File: src/hw/rtl/sre_pkg.sv
// Package for the sliding RMS envelope block.
// Holds the channel word types and the register index codes; no dependencies.
package sre_pkg;

	// Input word: one sample and the record start mark.
	typedef struct packed {
		logic signed [15:0] sample;
		logic               new_record;
	} in_word_t;

	// Output word: one envelope point.
	typedef struct packed {
		logic [15:0] rms_value;
		logic [15:0] point_index;
	} out_word_t;

	// Configuration register indexes.
	typedef enum logic [1:0] {
		REG_WINDOW_LEN = 2'd0,
		REG_DECIM_STEP = 2'd1,
		REG_DC_OFFSET  = 2'd2
	} reg_index_t;

	localparam int WinLenWidth = 13;
	localparam int SqWidth     = 31;
	localparam logic [12:0] WinLenReset = 13'd512;
	localparam logic [15:0] DecimReset  = 16'd64;

endpackage

File: src/hw/rtl/sre_back.sv
// Back part: divides the queued sum by the fill, takes the integer root,
// and holds the result word for the output channel. Depends on sre_pkg.
module sre_back
	import sre_pkg::*;
#(
	parameter int WINDOW_MAX = 4096,
	parameter int FW = $clog2(WINDOW_MAX + 1),
	parameter int SW = SqWidth + FW,
	parameter int JW = SW + FW + 1 + 16
) (
	input  logic          clk,
	input  logic          arst_n,
	input  logic          job_empty,
	input  logic [JW-1:0] job_data,
	output logic          job_pop,
	output logic          out_valid,
	input  logic          out_stall,
	output out_word_t     out_word
);

	localparam int CW = $clog2(SW);

	typedef enum logic [1:0] {B_IDLE, B_DIV, B_SQRT, B_DONE} state_t;

	state_t          state_q;
	logic [CW-1:0]   cnt_q;
	logic [SW-1:0]   quo_q;
	logic [FW:0]     rem_q;
	logic [FW-1:0]   div_q;
	logic            zero_q;
	logic [15:0]     point_q;
	logic [31:0]     v_q;
	logic [31:0]     res_q;
	logic [31:0]     bit_q;
	logic            out_valid_q;
	out_word_t       out_q;
	logic [FW+1:0]   rem_sh;
	logic [31:0]     trial;
	logic            out_free;

	always_comb begin
		rem_sh   = {rem_q, quo_q[SW-1]};
		trial    = res_q + bit_q;
		out_free = !out_valid_q || !out_stall;
		job_pop  = (state_q == B_IDLE) && !job_empty;
	end

	// Restoring divide, one quotient bit a cycle, then root, one bit pair a cycle.
	always_ff @(posedge clk or negedge arst_n) begin
		if (!arst_n) begin
			state_q     <= B_IDLE;
			cnt_q       <= '0;
			out_valid_q <= 1'b0;
		end else begin
			// A taken word is dropped unless a new one replaces it below.
			if (out_valid_q && !out_stall && state_q != B_DONE) begin
				out_valid_q <= 1'b0;
			end
			unique case (state_q)
				B_IDLE: begin
					if (!job_empty) begin
						cnt_q   <= CW'(SW - 1);
						state_q <= B_DIV;
					end
				end
				B_DIV: begin
					if (cnt_q == '0) begin
						cnt_q   <= CW'(15);
						state_q <= B_SQRT;
					end else begin
						cnt_q <= cnt_q - CW'(1);
					end
				end
				B_SQRT: begin
					cnt_q <= cnt_q - CW'(1);
					if (cnt_q == '0) begin
						state_q <= B_DONE;
					end
				end
				B_DONE: begin
					if (out_free) begin
						out_valid_q <= 1'b1;
						state_q     <= B_IDLE;
					end
				end
				default: state_q <= B_IDLE;
			endcase
		end
	end

	// Arithmetic datapath.
	always_ff @(posedge clk) begin
		case (state_q)
			B_IDLE: begin
				{quo_q, div_q, zero_q, point_q} <= job_data;
				rem_q <= '0;
			end
			B_DIV: begin
				if (rem_sh >= (FW+2)'(div_q)) begin
					rem_q <= (FW+1)'(rem_sh - (FW+2)'(div_q));
					quo_q <= {quo_q[SW-2:0], 1'b1};
				end else begin
					rem_q <= (FW+1)'(rem_sh);
					quo_q <= {quo_q[SW-2:0], 1'b0};
				end
				if (cnt_q == '0) begin
					res_q <= '0;
					bit_q <= 32'h4000_0000;
				end
			end
			B_SQRT: begin
				if (cnt_q == CW'(15)) begin
					if (32'(quo_q) >= bit_q) begin
						v_q   <= 32'(quo_q) - bit_q;
						res_q <= bit_q;
					end else begin
						v_q <= 32'(quo_q);
					end
				end else if (v_q >= trial) begin
					v_q   <= v_q - trial;
					res_q <= (res_q >> 1) + bit_q;
				end else begin
					res_q <= res_q >> 1;
				end
				bit_q <= bit_q >> 2;
			end
			B_DONE: begin
				if (out_free) begin
					out_q.rms_value   <= zero_q ? 16'd0 : res_q[15:0];
					out_q.point_index <= point_q;
				end
			end
			default: ;
		endcase
	end

	assign out_valid = out_valid_q;
	assign out_word  = out_q;

endmodule

File: config.mk
export PLATFORM = sky130hd
export DESIGN_NAME = sre_back
export DESIGN_NICKNAME = d
export VERILOG_FILES = /design/src/hw/rtl/sre_pkg.sv /design/src/hw/rtl/sre_back.sv
export SDC_FILE = /design/constraint.sdc
export NUM_CORES = 1
export LEC_CHECK = 0
export ABC_AREA = 0
export BUFFER_PORTS_ARGS = -buffer_cell sky130_fd_sc_hd__buf_2
export CAP_MARGIN = 5
export CORE_AREA = 2 2 186 142
export CTS_BUF_LIST = sky130_fd_sc_hd__clkbuf_16
export DETAILED_ROUTE_END_ITERATION = 7
export DIE_AREA = 0 0 188 144
export PLACE_DENSITY = 0.77
export SKIP_CTS_REPAIR_TIMING = 1
export SYNTH_ARGS = -nofsm -noshare
export SYNTH_HDL_FRONTEND = slang
export SYNTH_SLANG_ARGS = --single-unit
File: constraint.sdc
create_clock -name clk -period 6.5 [get_ports clk]
set_input_delay 0.975 -clock clk [delete_from_list [all_inputs] [get_ports clk]]
set_output_delay 0.975 -clock clk [all_outputs]
set_load 0.03 [all_outputs]
==> reports/metrics.yaml <==
outcome: "finished, final reports clean"
wl_um: 32100
period_share_pct: 81.9
rsz0062_at_grt: "no"
fin_skew_ns: 0.0198
ys_ff_latch: 209
finalSetupTns_ns: 0
cp.arrival_ns: 5.55
synth_edf_count: 200
grt_pass1_wl_um: 51000
drv_slew: 0
synth_top_cell_by_area: "edfxtp_1"
drc_errors: 0
syn_area_per_cell_um2: 10.3
crit_fanout: 42
endpoint_kind: "flip-flop"
htree_num_levels: 1
diodes: 0
finalSetupViolCount: 0
netlist_area_um2: 14000
synth_nets: 1547
grt_pass1_vias: 9788
cts_tree: "done"
hpwl_um: 23600
cp.required_ns: 6.72
timing.rr.end: "v_q[14]"
clk_path_buf_depth: 3
yosysMostFrequentCell: "edfxtp_1"
clkTransAtPathRegs_ns: 0.07
fp.coreArea_um2: 25500
synth.top_cells.by_area: "edfxtp_1 43%, ha_1 9.2%, xor2_1 4.4%"
yosysWarnings: 0
min_period_ns: 5.32
cts_num_sinks: 209
synth-seq-area-share_pct: 44.5
final_nets: 1652
fp.dieW_um: 188
clk_latency_ns: 0.52
synth_cells: 1364
track_usage_pct: 23.4
die_area_um2: 27100
synthArstFlopShare_pct: 4.31
syn_to_final_growth_pct: 11.7
tightest_slew_ns: 0.981
chipHeight_um: 144
drive_gt1_share_pct: 14.9
hold_viol: 0
synth_top_area_share_pct: 42.9
rows: 51
grt_antenna_before_repair: 0
cts_buffers: 22
ant_nets: 0
startpoint_type: "flip-flop"
clockRootBuffer: "clkbuf_16"
ys.flop_type: "edfxtp_1"
reg2reg_from: "bit_q[0]"
drt_iter0_drc: 1100
critPathKind: "reg -> reg"
place_congestion: 0.903
yosysUniqueCellTypes: 76
grt_max_degree: 68
vias: 10800
grt-ovfl-total: 0
portBuffers: 111
synth_common_cells: "200 x edfxtp_1, 135 x nand2_1, 104 x nor2_1"
regToRegSetupSlack_ns: 1.18
reg2reg_depth: 21
dr.pass1.iters: 5
drv_cap: 0
via_per_inst: 5.89
pin_count: 112
hold_path.class: "in -> async"
post_drt_wl_per_cell_um: 17.6
slew_headroom_pct: 34.4
fmax_mhz: 188
initial_core_util_pct: 55.0
[critical path, cell delays in order, from the launching register on]
cell	delay [ns]
edfxtp_1	0.46
ha_1	0.24
ha_1	0.20
a21o_1	0.20
a31oi_1	0.24
o21ai_0	0.17
a31oi_1	0.34
a211oi_1	0.16
o2111ai_1	0.30
a31oi_1	0.15
xnor2_1	0.22
ha_1	0.34
a21oi_1	0.22
nand2_1	0.10
a21o_1	0.18
a221o_1	0.36
nor3b_1	0.30
a21oi_2	0.09
buf_4	0.27
nor2_1	0.17
nor2_2	0.04
buf_4	0.27
[cell usage in the layout, fill, tap and decap left out, types with 5 or more instances in the layout]
cell	instances
a211o_1	9
a211oi_1	11
a21boi_0	7
a21o_1	23
a21oi_1	84
a31oi_1	28
and2_1	9
and3_1	8
buf_2	111
buf_4	11
clkbuf_16	23
clkinv_1	5
dfrtp_1	9
edfxtp_1	200
ha_1	101
inv_1	62
mux2_2	45
mux2i_1	31
nand2_1	135
nand2b_1	16
nand3_1	20
nand3b_1	6
nand4_1	22
nor2_1	102
nor2b_1	40
nor3_1	14
o211ai_1	11
o21a_1	10
o21ai_0	89
o21bai_1	11
o221ai_1	6
o2bb2ai_1	8
o31ai_1	7
or2_2	5
or3_1	10
xnor2_1	48
xor2_1	71
[worst max-delay path by stage]
stage	from	endpoint	slack (ns)	cells past startpoint
after CTS	bit_q[0]	v_q[8]	1.19	21
after detailed placement	bit_q[0]	v_q[3]	1.24	21
after global routing	bit_q[0]	v_q[14]	0.76	21
final	bit_q[0]	v_q[14]	1.18	21
after floorplan	res_q[2]	v_q[0]	0.85	19
after global placement	bit_q[0]	v_q[4]	1.37	21
[layout make-up]
class	instances	area (um^2)
Clock inverter	17	134
Sequential cell	209	6230
Clock buffer	23	576
Multi-Input combinational cell	1056	7420
Inverter	58	218
Fill cell	2064	9810
Tap cell	344	430
Timing Repair Buffer	122	638
[state kept, by name, summed over array words and instances, names as in the netlist]
register and cells:
rem_q 14, bit_q 16, cnt_q 6, out_valid 1, state_q 2, zero_q 1
out_word 32, v_q 32, quo_q 44, div_q 13, point_q 16, res_q 32
[layer usage]
metal	global-route usage (%)	vias to the layer above	wire, um
met5	0	-	0
met4	3.98	0	446
met3	3.66	34	2630
met2	32.7	420	12700
met1	38.0	5039	16400
li1	-	5282	-
[cells by family (layout without fill, tap and decap cells)]
| group | count (synthesis) | after routing | synth area share, % |
|---|---|---|---|
| fa+ha+maj | 105 | 105 | 9.49 |
| flops | 209 | 209 | 44.5 |
| simple gates | 409 | 409 | 14.1 |
| compound gates | 347 | 347 | 16.0 |
| buf+inv | 99 | 220 | 2.71 |
| xor+xnor | 119 | 119 | 7.44 |
| mux | 76 | 76 | 5.83 |
[per-stage QoR]
stage	worst slack (ns)	hold slack (ns)	cells	area, um^2	utilization [%]
after CTS	1.19	0.299	1829	15600	61.5
after global placement	1.37	0.401	1789	14900	58.7
after floorplan	0.846	0.400	1364	14000	-
after global routing	0.760	0.316	1829	15600	61.5
after detailed placement	1.24	0.405	1789	14900	58.7
final	1.18	0.303	1829	15600	61.5
Power is not shown: default switching activity piles up to over one toggle a cycle in this logic, so the estimate is an artifact.
