**config.mk**
```make
export PLATFORM = sky130hd
export DESIGN_NAME = sre_fifo
export DESIGN_NICKNAME = d
export VERILOG_FILES = /design/src/hw/rtl/sre_fifo.sv
export SDC_FILE = /design/constraint.sdc
export NUM_CORES = 1
export LEC_CHECK = 0
export BUFFER_PORTS_ARGS = -buffer_cell sky130_fd_sc_hd__buf_2
export CORE_MARGIN = 3
export CORE_UTILIZATION = 39
export DETAILED_ROUTE_END_ITERATION = 8
export PLACE_DENSITY = 0.73
export SYNTH_ARGS = -nofsm -noshare
export SYNTH_HDL_FRONTEND = slang
export SYNTH_SLANG_ARGS = --single-unit
```
**constraint.sdc**
```tcl
create_clock -name clk -period 10.48 [get_ports clk]
set_clock_uncertainty 0.15 [all_clocks]
set_input_delay 1.572 -clock clk [delete_from_list [all_inputs] [get_ports clk]]
set_output_delay 1.572 -clock clk [all_outputs]
set_load 0.005 [all_outputs]
```
**src/hw/rtl/sre_fifo.sv**
```systemverilog
// Two-entry job queue between the accumulator front and the root back end.
// No dependencies.
module sre_fifo #(
	parameter int WIDTH = 64
) (
	input  logic             clk,
	input  logic             arst_n,
	input  logic             push,
	input  logic [WIDTH-1:0] push_data,
	output logic             full,
	input  logic             pop,
	output logic [WIDTH-1:0] pop_data,
	output logic             empty
);

	logic [WIDTH-1:0] slot_q [2];
	logic             wr_q;
	logic             rd_q;
	logic [1:0]       count_q;

	// Pointers and fill count.
	always_ff @(posedge clk or negedge arst_n) begin
		if (!arst_n) begin
			wr_q    <= 1'b0;
			rd_q    <= 1'b0;
			count_q <= 2'd0;
		end else begin
			if (push) begin
				wr_q <= ~wr_q;
			end
			if (pop) begin
				rd_q <= ~rd_q;
			end
			count_q <= count_q + 2'(push) - 2'(pop);
		end
	end

	// Storage.
	always_ff @(posedge clk) begin
		if (push) begin
			slot_q[wr_q] <= push_data;
		end
	end

	assign full     = count_q == 2'd2;
	assign empty    = count_q == 2'd0;
	assign pop_data = slot_q[rd_q];

endmodule

```
==> out/qor.txt, run 1 <==
status = completed
delay-heaviest family, CP = flip-flops
Worst Path Buf+Inv = 1
top cells by area, synth = edfxtp_1, mux2_4, mux2_2
sequential power share = 44.9%
top-area cell type share of the netlist area = 76.6%
CORE AREA = 12300 sq um
part of the power in combinational logic = 23.1%
Leak = 2.58 nW
Fillers = 1032
clock buffer count from CTS = 17
Final period util = 37.5%
Mapped Nets = 284
largest net degree at the start of global routing = 66
FF-to-FF End = slot_q[0][54]
Final HPWL DP = 5.28 mm
WHS Path Cells = 1
commonest non-fill, non-tap cell in the layout = buf_2
Sequential Area = 3950 sq um
GRT Max-Usage Layer = met2
Via-to-Cell Ratio = 4.46
Layout Cell Area excl Fill = 6430 sq um
WS Path Type = flop to output port
Distinct cells, synth = 13
Die Span X = 119 um
post-route ant nets = 0
RSZ-0062 raised after global routing = false
CTS tree = built
number of setup violations in the final report = 0
Vias = 2414
Synth Instances = 214
Initial Utilization = 40.8%
initial antenna violation count = 0
R2R Setup Slk = 8.43 ns
grt ovf = 0
synthesized cell area = 5020 sq um
fin. max-slew vios = 0
proportion of layout cells with a drive suffix above 1 = 62.5%
Finished Layout Cells = 541
FF+latch count, synth = 132
Die Ht = 119 um
routability congestion estimate = 0.674
Yosys top cell by area = edfxtp_1
worst min-delay path category = flop to flop
final critical-path required period = 3.93 ns
Setup TNS = 0 ns
std cell rows = 40
sw frac = 25.7%
Clk pin slew, worst setup/hold paths = 0.06 ns
CP Depth = 2
CP Launch Type = flop
Worst-Skew Late Latency = 0.41 ns
CP Cell Sequence = mux2_2, buf_2
Starting DRT DRC Count = 121
reg2reg start = wr_q
worst slew pin tran = 1.17 ns
# DRC = 0
hold endpoint = wr_q
mux contribution to synthesized area = 18.1%
leading cell types in the layout, fill and taps excluded = buf_2, edfxtp_1, mux2_4, clkbuf_16, mux2_2
met3 usage = 5.65%
Port Buffer Count = 133
slew margin rel. = 21.8%
total power = 1.77 mW
Synth Area in Compound Gates = 0%
Clock power frac = 32.0%
CP required = 8.76 ns
R2R depth = 2
die area = 14300 sq um
Avg WL per Cell = 15.3 um
pwr dens = 275 nW/um^2
Final #Nets = 430
critical path peak fanout = 65
DP Area = 5850 sq um
internal power = 1.32 mW
Finished Core Util = 52.2%
Synth-to-Final Area Change = 28.1%
footprint of the multi-input gates = 1010 sq um
dpl cells = 509
register area share after synthesis = 78.5%
Max-Cap Viols = 0
Max IR drop VDD = 0.000161 V
Net Sw Power = 0.454 mW
post-synthesis adder-cell area fraction = 0.498%
achievable clock frequency = 255 MHz
slowest stage delay, CP = 1.16 ns
Worst setup EP type = output port
M1 GR Usage = 12.2%
first-pass GRT wire length = 13.1 mm
Ports = 134
CP Data Arrival Time = 2.21 ns
crit path from = rd_q
CTS H-tree depth = 4
TritonCTS Sinks = 132
syn avg cell area = 23.5 sq um
Root Buffer = clkbuf_16
Final Hold Fails = 0
gr usage total = 12.2%
post-CTS sizing = 0
main combinational cell family by area after synthesis = multiplexers
CTS Buffer Depth = 2
First-pass DRT Iterations = 4
Synth Area in XOR/XNOR = 0.822%
Hold Buf Count CTS = 0
Yosys warning total = 0
HP Start = wr_q
CP max stage cell = dfrtp_4
Setup Buffers After CTS = 0
number of inserted diodes = 0
grt met2 use = 21.3%
Synth Area in Simple Gates = 0.449%
vias in the first global route = 2647
Routed WL = 8.30 mm
[cells by family after synthesis]
logic type                 count (synthesis)
muxes                                     64
DFF                                      132
adders and majority gates                  2
buffers and inverters                      9
xor gates and xnor gates                   3
and+or+nand+nor                            4
[state kept, by name, indices dropped and copies added (netlist names)]
register	flops
wr_q	1
slot_q	128
rd_q	1
count_q	2
[how the worst max path moves through the flow]
stage	to
after floorplan	slot_q[0][0]
after global placement	pop_data[3]
after detailed placement	pop_data[58]
after CTS	pop_data[58]
after global routing	pop_data[3]
final	pop_data[3]
[metrics by stage]
stage                     worst slack [ns]  hold slack [ns]
final                                 6.55            0.401
after global routing                  6.45            0.430
after CTS                             6.52            0.408
after detailed placement              6.98            0.392
after global placement                6.99            0.378
after floorplan                       5.45            0.305
[layout make-up]
| cell class | count | share of cell area [%] |
|---|---|---|
| Clock buffer | 17 | 6.62 |
| Clock inverter | 15 | 2.47 |
| Inverter | 2 | 0.117 |
| Multi-Input combinational cell | 73 | 15.7 |
| Sequential cell | 132 | 61.4 |
| Tap cell | 168 | 3.27 |
| Timing Repair Buffer | 134 | 10.5 |
[power groups by stage]
stage / combinational [mW] / clock, mW / sequential, mW
after CTS: 0.420 / 0.582 / 0.798
after floorplan: 0.331 / 0 / 0.739
after global placement: 0.415 / 0 / 0.803
after detailed placement: 0.419 / 0 / 0.808
after global routing: 0.446 / 0.603 / 0.810
final: 0.409 / 0.567 / 0.794
[cell usage after synthesis]
library cell	n
edfxtp_1	128
mux2_4	50
mux2_2	14
buf_6	6
dfrtp_1	4
ha_1	2
inv_1	2
nor2b_1	2
xor2_1	2
and2_1	1
buf_2	1
nor2_1	1
xor3_1	1
[per-layer routing]
metal	up-vias	wire (um)	part of all wire [%]
li1	1142	-	-
met1	1164	3070	37
met2	89	4380	53
met3	19	687	8.3
met4	0	165	2.0
met5	-	0	0
Note: power is estimated with default switching activity, not from simulation.
==> run 2, diff against run 1 <==
PLACE_DENSITY = 0.76   (was 0.73)
clock period = 3.5 ns   (was 10.48 ns; I/O delays follow)
==> out/qor.txt, run 2 (synthesis gave the netlist of run 1 again) <==
Synth-to-Final Area Change = 28.5%
dpl cells = 511 (+0.39%)
CP Data Arrival Time = 2.05 ns (-0.16 ns)
FF-to-FF End = slot_q[1][62]
Root Buffer = clkbuf_16
proportion of layout cells with a drive suffix above 1 = 61.7% (-0.76 points)
gr usage total = 12.2% (about the same)
First-pass DRT Iterations = 4 (unchanged)
worst slew pin tran = 0.934 ns (-0.239 ns)
CTS Buffer Depth = 2 (unchanged)
max reg flops = 128 (unchanged)
number of setup violations in the final report = 0 (unchanged)
Starting DRT DRC Count = 149 (+23%)
Ports = 134 (unchanged)
Finished Layout Cells = 544 (+0.55%)
leading cell types in the layout, fill and taps excluded = buf_2, edfxtp_1, mux2_4, clkbuf_16, mux2_2
CP required = 2.82 ns (-5.94 ns)
vias in the first global route = 2678 (+1.2%)
first-pass GRT wire length = 13.2 mm (+1.3%)
sequential power share = 43.2% (-1.7 points)
hold endpoint = slot_q[1][54]
Worst-Skew Late Latency = 0.40 ns (about the same)
Clock power frac = 31.6% (-0.4 points)
Routed WL = 8.41 mm (+1.3%)
Final Hold Fails = 0 (unchanged)
final critical-path required period = 2.73 ns
pwr dens = 819 nW/um^2 (+200%)
Final HPWL DP = 5.51 mm (+4.4%)
sw frac = 24.9% (-0.77 points)
Die Ht = 119 um (unchanged)
Port Buffer Count = 133 (unchanged)
internal power = 3.97 mW (+200%)
Largest regs = slot_q: 128 flops, count_q: 2 flops
Setup Buffers After CTS = 0 (unchanged)
Top reg by flops = slot_q
part of the power in combinational logic = 25.2% (+2.1 points)
Vias = 2451 (+1.5%)
HP Start = push_data[54]
Max IR drop VDD = 0.000443 V (+180%)
Fillers = 1000 (-3.1%)
fin. max-slew vios = 0 (unchanged)
Leak = 2.61 nW (+1.3%)
initial antenna violation count = 0 (unchanged)
Net Sw Power = 1.32 mW (+190%)
WHS Path Cells = 1 (unchanged)
R2R Setup Slk = 1.72 ns (-6.71 ns)
critical path peak fanout = 34 (-48%)
status = completed
Clk pin slew, worst setup/hold paths = 0.05 ns (about the same)
std cell rows = 40 (unchanged)
CTS tree = built
TritonCTS Sinks = 132 (unchanged)
Final #Nets = 433 (+0.70%)
CP Launch Type = flop
Sequential Area = 3950 sq um (unchanged)
Avg WL per Cell = 15.5 um (+0.78%)
CORE AREA = 12300 sq um (unchanged)
reg2reg start = wr_q
Final period util = 78.0%
# DRC = 0 (unchanged)
routability congestion estimate = 0.663 (-1.7%)
RSZ-0062 raised after global routing = false
slew margin rel. = 37.7% (+16 points)
R2R depth = 1 (-1)
Die Span X = 119 um (unchanged)
clock buffer count from CTS = 17 (unchanged)
Initial Utilization = 40.8% (unchanged)
Setup TNS = 0 ns (unchanged)
post-CTS sizing = 0 (unchanged)
footprint of the multi-input gates = 1010 sq um (unchanged)
achievable clock frequency = 366 MHz
worst min-delay path category = primary input to flop
post-route ant nets = 0 (unchanged)
CTS H-tree depth = 4 (unchanged)
die area = 14300 sq um (unchanged)
number of inserted diodes = 0 (unchanged)
WS Path Type = flop to output port
commonest non-fill, non-tap cell in the layout = buf_2
Via-to-Cell Ratio = 4.51 (+0.97%)
largest net degree at the start of global routing = 65 (-1.5%)
Worst setup EP type = output port
grt ovf = 0 (unchanged)
Max-Cap Viols = 0 (unchanged)
-- run 2: changes by cell type in the layout (fill, tap and decap cells not counted), sizes merged --
cell | previous run | this run
clkinvlp | 6 | 1
clkbuf | 17 | 21
clkinv | 5 | 8
buf | 134 | 136
inv | 4 | 2
dlygate4sd3 | 0 | 1
-- run 2: final cells by class --
class,instances,area share (%)
flip-flops and latches,132,61.2
clock buffers,21,7.13
multi-input cells,73,15.6
inverters,2,0.116
well taps,168,3.26
repair buffers,137,11.0
clock inverters,11,1.71
-- run 2: worst max-delay path by stage --
stage,from,endpoint,slack (ns),depth (start not counted)
4_1_cts,rd_q,pop_data[2],0.72,3
6_report,rd_q,pop_data[2],0.77,3
5_1_grt,rd_q,pop_data[2],0.67,3
3_5_place_dp,rd_q,pop_data[2],1.16,3
3_3_place_gp,rd_q,pop_data[1],1.18,3
2_1_floorplan,push,slot_q[0][0],0.71,1
-- run 2: repair_timing --
action                                  in CTS  in global routing
hold buffers                                 1                  0
hold endpoints to repair                     4                  0
endpoints found under the setup margin       0                  0
-- run 2: layer usage --
| metal | vias to the layer above | track usage (%) | part of all wire (%) |
|---|---|---|---|
| li1 | 1144 | - | - |
| met4 | 0 | 5.44 | 1.7 |
| met2 | 90 | 20.0 | 50 |
| met5 | - | 0 | 0 |
| met3 | 14 | 5.22 | 7.0 |
| met1 | 1203 | 14.0 | 41 |
-- run 2: power groups by stage --
stage	Combinational, mW	Clock [mW]	Sequential, mW
CTS	1.37	1.71	2.29
global route	1.44	1.78	2.32
detailed placement	1.36	0	2.32
global placement	1.35	0	2.30
finish	1.33	1.67	2.28
floorplan	0.992	0	2.21
-- run 2: worst max-delay path, cell delays in order (launching register included) --
cell	delay, ns
dfrtp_4	0.80
buf_12	0.34
mux2_2	0.37
buf_2	0.13
-- run 2: metrics by stage --
stage | worst slack [ns] | power, mW | hold WS, ns | instance area [sq um] | util (%)
6_report | 0.771 | 5.28 | 0.160 | 6450 | 52.4
5_1_grt | 0.668 | 5.54 | 0.137 | 6450 | 52.4
4_1_cts | 0.715 | 5.36 | 0.135 | 6450 | 52.4
3_5_place_dp | 1.16 | 3.68 | 0.186 | 5870 | 47.7
3_3_place_gp | 1.18 | 3.65 | 0.183 | 5870 | 47.7
2_1_floorplan | 0.714 | 3.20 | 0.0794 | 5020 | -
==> run 3, diff against run 2 <==
clock period = 2.5 ns   (was 3.5 ns; I/O delays follow)
==> out/qor.txt, run 3 (synthesis gave the netlist of run 1 again) <==
number of inserted diodes = 0 (unchanged)
status = completed
RSZ-0062 raised after global routing = false
CP required = 1.98 ns (-0.84 ns)
Worst setup EP type = output port
First-pass DRT Iterations = 4 (unchanged)
Vias = 2701 (+10%)
largest net degree at the start of global routing = 36 (-45%)
Final HPWL DP = 5.94 mm (+7.7%)
TritonCTS Sinks = 132 (unchanged)
commonest non-fill, non-tap cell in the layout = buf_2
number of setup violations in the final report = 0 (unchanged)
CP max stage cell = dfrtp_4
clock buffer count from CTS = 17 (unchanged)
gr usage total = 14.1% (+1.9 points)
CP Launch Type = flop
total power = 7.69 mW (+46%)
worst min-delay path category = primary input to flop
die area = 14300 sq um (unchanged)
max reg flops = 128 (unchanged)
Die Ht = 119 um (unchanged)
grt ovf = 0 (unchanged)
initial antenna violation count = 0 (unchanged)
slew margin rel. = 67.6% (+30 points)
CORE AREA = 12300 sq um (unchanged)
Leak = 2.89 nW (+11%)
CTS H-tree depth = 4 (unchanged)
fin. max-slew vios = 0 (unchanged)
proportion of layout cells with a drive suffix above 1 = 53.0% (-8.7 points)
std cell rows = 40 (unchanged)
Finished Layout Cells = 608 (+12%)
Setup TNS = 0 ns (unchanged)
Worst-Skew Late Latency = 0.41 ns (about the same)
CP Depth = 3 (unchanged)
Initial Utilization = 40.8% (unchanged)
dpl ws = 0.537 ns (-0.622 ns)
CTS tree = built
CTS Buffer Depth = 2 (unchanged)
Port Buffer Count = 133 (unchanged)
final hold slack = 0.0232 ns (-0.137 ns)
Synth-to-Final Area Change = 41.8%
Final #Nets = 497 (+15%)
Final period util = 94.2%
slowest stage delay, CP = 0.58 ns (-0.22 ns)
Root Buffer = clkbuf_16
Final Hold Fails = 0 (unchanged)
Starting DRT DRC Count = 115 (-23%)
worst slew pin tran = 0.486 ns (-0.449 ns)
WHS Path Cells = 1 (unchanged)
fin worst setup slack = 0.146 ns (-0.626 ns)
# DRC = 0 (unchanged)
delay-heaviest family, CP = flip-flops
Top reg by flops = slot_q
critical path peak fanout = 16 (-53%)
CP Data Arrival Time = 1.83 ns (-0.22 ns)
Die Span X = 119 um (unchanged)
Largest regs = slot_q: 128 flops, count_q: 2 flops
routability congestion estimate = 0.685 (+3.3%)
Max IR drop VDD = 0.000521 V (+18%)
post-route ant nets = 0 (unchanged)
Avg WL per Cell = 15.7 um (+1.7%)
Clk pin slew, worst setup/hold paths = 0.05 ns (about the same)
Routed WL = 9.56 mm (+14%)
Max-Cap Viols = 0 (unchanged)
vias in the first global route = 3023 (+13%)
post-CTS sizing = 0 (unchanged)
leading cell types in the layout, fill and taps excluded = buf_2, edfxtp_1, dlygate4sd3_1, mux2_4, clkbuf_16
Via-to-Cell Ratio = 4.44 (-1.4%)
first-pass GRT wire length = 15.2 mm (+15%)
CP Cell Sequence = buf_4, mux2_4, buf_2
R2R depth = 2 (+1)
dpl cells = 515 (+0.78%)
Ports = 134 (unchanged)
Worst Path Buf+Inv = 2 (unchanged)
pwr dens = 1080 nW/um^2 (+32%)
achievable clock frequency = 425 MHz
final critical-path required period = 2.35 ns
WS Path Type = flop to output port
## run 3: area by class of cell
cell class                 instances  area, sq um
inverter                           2         7.51
sequential                       132         3950
fill                             962         5190
clock inverter                    14          166
timing repair buffer             201         1350
clock buffer                      18          429
multi-input combinational         73         1010
tap                              168          210
## run 3: final timing paths
| path | start | end | slack [ns] |
|---|---|---|---|
| worst max-delay path | rd_q | pop_data[9] | 0.15 |
| worst min-delay path | push_data[29] | slot_q[0][29] | 0.02 |
| worst max register to register | wr_q | slot_q[1][9] | 0.95 |
| worst min register to register | wr_q | wr_q | 0.40 |
| max in group asynchronous | arst_n | rd_q | 1.91 |
| min in group asynchronous | arst_n | count_q[0] | 0.15 |
## run 3: layer usage
layer | routed length [um] | global-route usage, % | vias up | part of all wire [%]
met1 | 3780 | 15.2 | 1324 | 40
met5 | 0 | 0 | - | 0
met2 | 5100 | 24.6 | 99 | 53
met3 | 638 | 6.22 | 4 | 6.7
li1 | - | - | 1274 | -
met4 | 48 | 4.72 | 0 | 0.50
## run 3: where the power goes
part	total [mW]	switching (mW)	internal [mW]
registers	3.13	0.180	2.95
clock network	2.48	0.839	1.64
logic	2.09	0.883	1.20
## run 3: metrics by stage
step                instance area [sq um]  util [%]
CTS                                  7080      57.5
global route                         7120      57.8
detailed placement                   5920      48.0
global placement                     5920      48.0
floorplan                            5030         -
finish                               7120      57.8
## run 3: repair_timing
item                       4_1_cts  5_1_grt
buffers inserted                 0        0
setup endpoints to repair        0        0
hold buffers                    57        4
hold endpoints to repair       116        8
